**src/rtl/rpct_pkg.sv**
```systemverilog
// shared constants, widths and arithmetic helpers of the rotated pole transform
// no dependencies
package rpct_pkg;

  localparam int CORDIC_STEPS_DEF = 24;

  localparam int LON_IN_W  = 25;
  localparam int LAT_IN_W  = 24;
  localparam int LON_OUT_W = 27;
  localparam int LAT_OUT_W = 24;
  localparam int POLE_LON_W = 26;
  localparam int POLE_LAT_W = 24;

  localparam int CFG_IDX_W  = 1;
  localparam int CFG_DATA_W = 26;
  localparam logic [CFG_IDX_W-1:0] REG_POLE_LON = 1'b0;
  localparam logic [CFG_IDX_W-1:0] REG_POLE_LAT = 1'b1;

  localparam logic signed [POLE_LON_W-1:0] POLE_LON_RST = -26'sd10616832;
  localparam logic signed [POLE_LAT_W-1:0] POLE_LAT_RST = 24'sd2572288;

  localparam int DW    = 28;
  localparam int ANG_W = 25;
  localparam int QW    = 34;
  localparam int ZW    = 64;
  localparam int SQ_NW = 61;
  localparam int SQ_RW = 31;

  localparam int DEG90  = 5898240;
  localparam int DEG180 = 11796480;
  localparam int DEG360 = 23592960;

  localparam longint KINV_Q30 = 64'sd652032874;
  localparam longint ONE_Q30  = 64'sd1073741824;
  localparam longint PI_Q60   = 64'sh3243F6A8885A308D;
  localparam longint D2R      = 64'sd307041569098;
  localparam longint R2D      = 64'sd60078979;

  localparam logic signed [2*QW-1:0] ROUND30 = (2*QW)'(64'sd1 <<< 29);

  // quotient of a non-negative value, evaluated at elaboration only
  function automatic longint quot(input longint num, input longint den);
    longint q;
    longint rem;
    q   = 0;
    rem = 0;
    for (int b = 62; b >= 0; b--) begin
      rem = (rem <<< 1) | ((num >>> b) & 64'sd1);
      if (rem >= den) begin
        rem = rem - den;
        q   = q | (64'sd1 <<< b);
      end
    end
    return q;
  endfunction

  function automatic logic signed [ZW-1:0] atan_entry(input int i);
    longint sum;
    longint term;
    int k;
    sum = 0;
    if (i == 0) begin
      sum = PI_Q60 >>> 2;
    end else begin
      for (k = 0; i * (2 * k + 1) < 61; k++) begin
        term = quot((64'sd1 <<< 60) >>> (i * (2 * k + 1)), longint'(2 * k + 1));
        if ((k & 1) == 1) sum = sum - term;
        else sum = sum + term;
      end
    end
    return sum;
  endfunction

  function automatic logic signed [QW-1:0] mul30(input logic signed [QW-1:0] a,
                                                 input logic signed [QW-1:0] b);
    logic signed [2*QW-1:0] p;
    p = a * b;
    p = p + ROUND30;
    return p[QW+29:30];
  endfunction

endpackage

```
**src/rtl/rpct_isqrt.sv**
```systemverilog
// pipelined integer square root, one result bit per stage, with sideband
// depends on rpct_pkg
module rpct_isqrt #(
  parameter int SIDE_W = 1
) (
  input  logic                          clk_i,
  input  logic                          rst_ni,
  input  logic                          en_i,
  input  logic                          valid_i,
  input  logic [rpct_pkg::SQ_NW-1:0]    n_i,
  input  logic [SIDE_W-1:0]             side_i,
  output logic                          valid_o,
  output logic [rpct_pkg::SQ_RW-1:0]    root_o,
  output logic [SIDE_W-1:0]             side_o
);
  import rpct_pkg::*;

  localparam int STG = SQ_RW;
  localparam int TW  = SQ_NW + 2;

  logic [STG:0]        v_q;
  logic [SQ_NW-1:0]    rem_q  [0:STG];
  logic [SQ_RW-1:0]    root_q [0:STG];
  logic [SIDE_W-1:0]   side_q [0:STG];

  always_ff @(posedge clk_i or negedge rst_ni) begin
    if (!rst_ni) begin
      v_q <= '0;
    end else if (en_i) begin
      v_q <= {v_q[STG-1:0], valid_i};
    end
  end

  always_ff @(posedge clk_i) begin
    if (en_i) begin
      rem_q[0]  <= n_i;
      root_q[0] <= '0;
      side_q[0] <= side_i;
    end
  end

  for (genvar j = 0; j < STG; j++) begin : g_bit
    localparam int K = STG - 1 - j;
    logic [TW-1:0] trial;
    logic          fits;
    assign trial = (TW'(root_q[j]) << (K + 1)) + (TW'(1) << (2 * K));
    assign fits  = TW'(rem_q[j]) >= trial;
    always_ff @(posedge clk_i) begin
      if (en_i) begin
        side_q[j+1] <= side_q[j];
        if (fits) begin
          rem_q[j+1]  <= rem_q[j] - trial[SQ_NW-1:0];
          root_q[j+1] <= root_q[j] | (SQ_RW'(1) << K);
        end else begin
          rem_q[j+1]  <= rem_q[j];
          root_q[j+1] <= root_q[j];
        end
      end
    end
  end

  assign valid_o = v_q[STG];
  assign root_o  = root_q[STG];
  assign side_o  = side_q[STG];

endmodule

```
**config.mk**
```make
export PLATFORM = sky130hd
export DESIGN_NAME = rpct_isqrt
export DESIGN_NICKNAME = d
export VERILOG_FILES = /design/src/rtl/rpct_pkg.sv /design/src/rtl/rpct_isqrt.sv
export SDC_FILE = /design/constraint.sdc
export NUM_CORES = 2
export LEC_CHECK = 0
export BUFFER_PORTS_ARGS = -buffer_cell sky130_fd_sc_hd__buf_4
export CORE_MARGIN = 2
export CORE_UTILIZATION = 45
export DETAILED_ROUTE_END_ITERATION = 7
export HOLD_SLACK_MARGIN = 0.06
export SLEW_MARGIN = 40
export SYNTH_ARGS = -nofsm -noshare
export SYNTH_HDL_FRONTEND = slang
export SYNTH_SLANG_ARGS = --single-unit
```
**constraint.sdc**
```tcl
create_clock -name clk_i -period 7.2 [get_ports clk_i]
set_input_delay 0.36 -clock clk_i [delete_from_list [all_inputs] [get_ports clk_i]]
set_output_delay 0.36 -clock clk_i [all_outputs]
set_load 0.02 [all_outputs]
```
==> run metrics <==
Yosys top cell area share=0.627; Die Y=512 um; antenna viol nets, final=0; # rows=186; CP delay by family, top=compound AO/OA/AOI/OAI gates; leakage=48.5 nW; Final Non-Filler Cells=13,057; worst skew pair latency=0.94 ns; syn avg cell area=12.7 um^2; DRC=0; Starting Density=0.452; clock tree buffer depth=4; Power Total=41.9 mW; Fmax=213 MHz; wire per inst=21.8 um; clock period minus worst slack=4.70 ns; largest cells by area after synthesis=edfxtp_1 (63%), ha_1 (5.6%), xnor2_1 (3.2%), xor2_1 (2.8%), nand2_1 (2.3%); Post-Syn Area=116,000 um^2; worst path cell trace=ha_1 -> nand4_1 -> a21oi_1 -> nor4_1 -> o31ai_1 -> a41oi_1 -> o21ai_0 -> a41oi_4 -> or4b_2 -> or4_1 -> xnor2_1; Max VDD drop=0.261 mV; synthesized flop and latch total=2,451; final WL=284,000 um; CP Data Required Time=7.83 ns; worst path bufs/invs=0; number of global-route vias before repair=71,507; CTS Root Cell=clkbuf_16; routed via count=73,681; H-Tree Depth=5; tightest slew margin relative to the limit=0.357; status=completed; hpwl dp=210,000 um; grt ovf=0; # fillers=21,818; postcts setup bufs=0; CP Data Arrival Time=5.33 ns; CP max stage delay=0.74 ns; CTS buffer count=284; Sum Neg Setup Slack=0 ns; initial antenna violation count=11; Post-synth EDFFs=2,419; YS warnings=0; CTS tree=done; Synth area leader=edfxtp_1; slowest CP cell=or4b_2; Worst Max-Slew Pin Slew=0.951 ns; Final Hold Viols=0; Ports=99; core region area=256,000 um^2; Setup Viol. Count Final=0; Die X-Extent=512 um; fin. max-slew vios=0; share of post-route cells with drive strength above 1=0.0789; Synth-to-Final Area Change=12.7%; predominant post-synthesis flop cell=edfxtp_1; initial DRC count=7,306; Final WS setup=2.50 ns; Power Dens Cells=320 nW/um^2; post-place setup slack=2.64 ns; CP Capture Type=register; post-synth cell types=92; gr usage total=0.212; Clock Skew=0.0865 ns; DRT Pass-1 Iters=7; Reg clk slew, reported paths=0.06 ns; largest net degree at the start of global routing=165; fin crit share=0.653; GPL Wtd Cong=0.930; unrepaired setup endpoints after global routing=false; die area=262,000 um^2; first-pass GRT wire length=429,000 um; fraction of registers with async set/reset=0.0131; sequential cell area fraction in the yosys report=0.633; CP Class=reg -> reg; fin nets=10,057; Clock Sinks=2,451; Port Buf Inserts=98; syn_nets=9,731; Via density=5.64; cells after synthesis=9,141; Worst Path Max Fanout=6; placed instance count=12,478; Hold Crit Class=in -> reg; max cap viols=0; CP Launch Type=register
## power by group
group	internal (mW)	switching, mW	leakage [nW]
clock	8.20	5.62	4.33
combinational	3.41	5.11	20.5
sequential	18.1	1.47	23.7
## synth_stat cells, types with 89 or more instances
cell type / number
o21a_1: 101
or3_1: 89
a21o_1: 217
nor4_1: 306
nand2_1: 718
mux2_2: 96
nand4_1: 138
nand3_1: 154
nor3_1: 260
edfxtp_1: 2419
ha_1: 523
clkbuf_1: 193
a21oi_1: 459
xnor2_1: 430
xor2_1: 374
nand2b_1: 122
inv_1: 638
nor2_1: 499
o21ai_0: 509
## state kept, by name, indices dropped and copies added, names as in the netlist
name and flops:
rem_q 1891, root_q 496, side_q 32, v_q 32
## stage by stage
| stage | utilization | hold WS [ns] | area, um^2 |
|---|---|---|---|
| 2_1_floorplan | - | 0.0644 | 116000 |
| 3_3_place_gp | 0.471 | 0.306 | 121000 |
| 3_5_place_dp | 0.471 | 0.315 | 121000 |
| 4_1_cts | 0.509 | 0.0610 | 131000 |
| 5_1_grt | 0.510 | 0.0764 | 131000 |
| 6_report | 0.510 | 0.125 | 131000 |
## cells in the final DEF (no fill, tap or decap), types with 24 or more instances in the layout
cell              n
edfxtp_1       2419
nand2_1         716
inv_1           638
ha_1            523
o21ai_0         509
nor2_1          498
a21oi_1         459
xnor2_1         430
xor2_1          374
nor4_1          295
clkbuf_16       290
nor3_1          255
a21o_1          217
nand3_1         154
buf_4           143
nand4_1         138
nand2b_1        120
o21a_1          101
mux2_2           96
or3_1            89
dlygate4sd3_1    83
or4_1            68
nor2b_1          68
o21bai_1         56
clkinv_1         56
clkinv_2         52
nor4b_1          51
and3_1           42
o31ai_1          40
or2_2            40
a211oi_1         39
a31oi_1          38
clkbuf_1         37
dfrtp_1          32
nand4b_1         30
o211ai_1         30
nand3b_1         25
bufinv_16        24
## path summary, 6_finish.rpt
kind / from / endpoint / slack (ns) / depth (start not counted)
max in group asynchronous: rst_ni / v_q[15] / 6.56 / 4
min reg2reg: side_q[1][9] / side_q[1][10] / 0.39 / 0
min in group asynchronous: rst_ni / v_q[6] / 0.45 / 4
max: rem_q[6][78] / rem_q[6][171] / 2.50 / 11
max reg2reg: rem_q[6][78] / rem_q[6][171] / 2.50 / 11
min: n_i[25] / rem_q[0][25] / 0.12 / 2
## worst reg2reg max path: cells and delay by family, from the launching register on
family	cells	cell delay, ns
simple gates	4	1.49
flops	1	0.40
fa+ha+maj	1	0.40
compound gates	5	2.00
xor+xnor	1	0.14
## what timing repair did
action	4_1_cts	5_1_grt
hold endpoints to repair	148	0
hold buffers	84	0
gates resized for setup	0	0
## routing by layer
layer | routed length, um | share of wire | GRT usage
met5 | 105 | 0.00037 | 0.00274
met4 | 6870 | 0.024 | 0.0570
met3 | 20200 | 0.071 | 0.0420
met2 | 131000 | 0.46 | 0.337
met1 | 126000 | 0.44 | 0.298
## logic make-up (layout without fill, tap and decap cells)
logic type / Yosys count / in the layout / share of synthesized area
flip-flops: 2451 / 2451 / 0.633
multiplexers: 107 / 107 / 0.0103
other: 0 / 3 / 0
buffers and inverters: 845 / 1374 / 0.0276
XOR/XNOR: 804 / 804 / 0.0607
AND/OR/NAND/NOR: 2709 / 2709 / 0.120
adder cells (fa/ha/maj): 524 / 524 / 0.0566
AO/OA/AOI/OAI: 1701 / 1701 / 0.0911
## area by class of cell
type	instances	area (um^2)	share of cell area
multi-input cells	5845	39500	0.302
repair buffers	247	2260	0.0173
flip-flops and latches	2451	73400	0.562
diodes	3	7.51	0.0000574
well taps	3384	4230	0.0324
clock inverters	162	1460	0.0112
inverters	638	2390	0.0183
clock buffers	327	7400	0.0566
(Power assumes the default switching activity.)
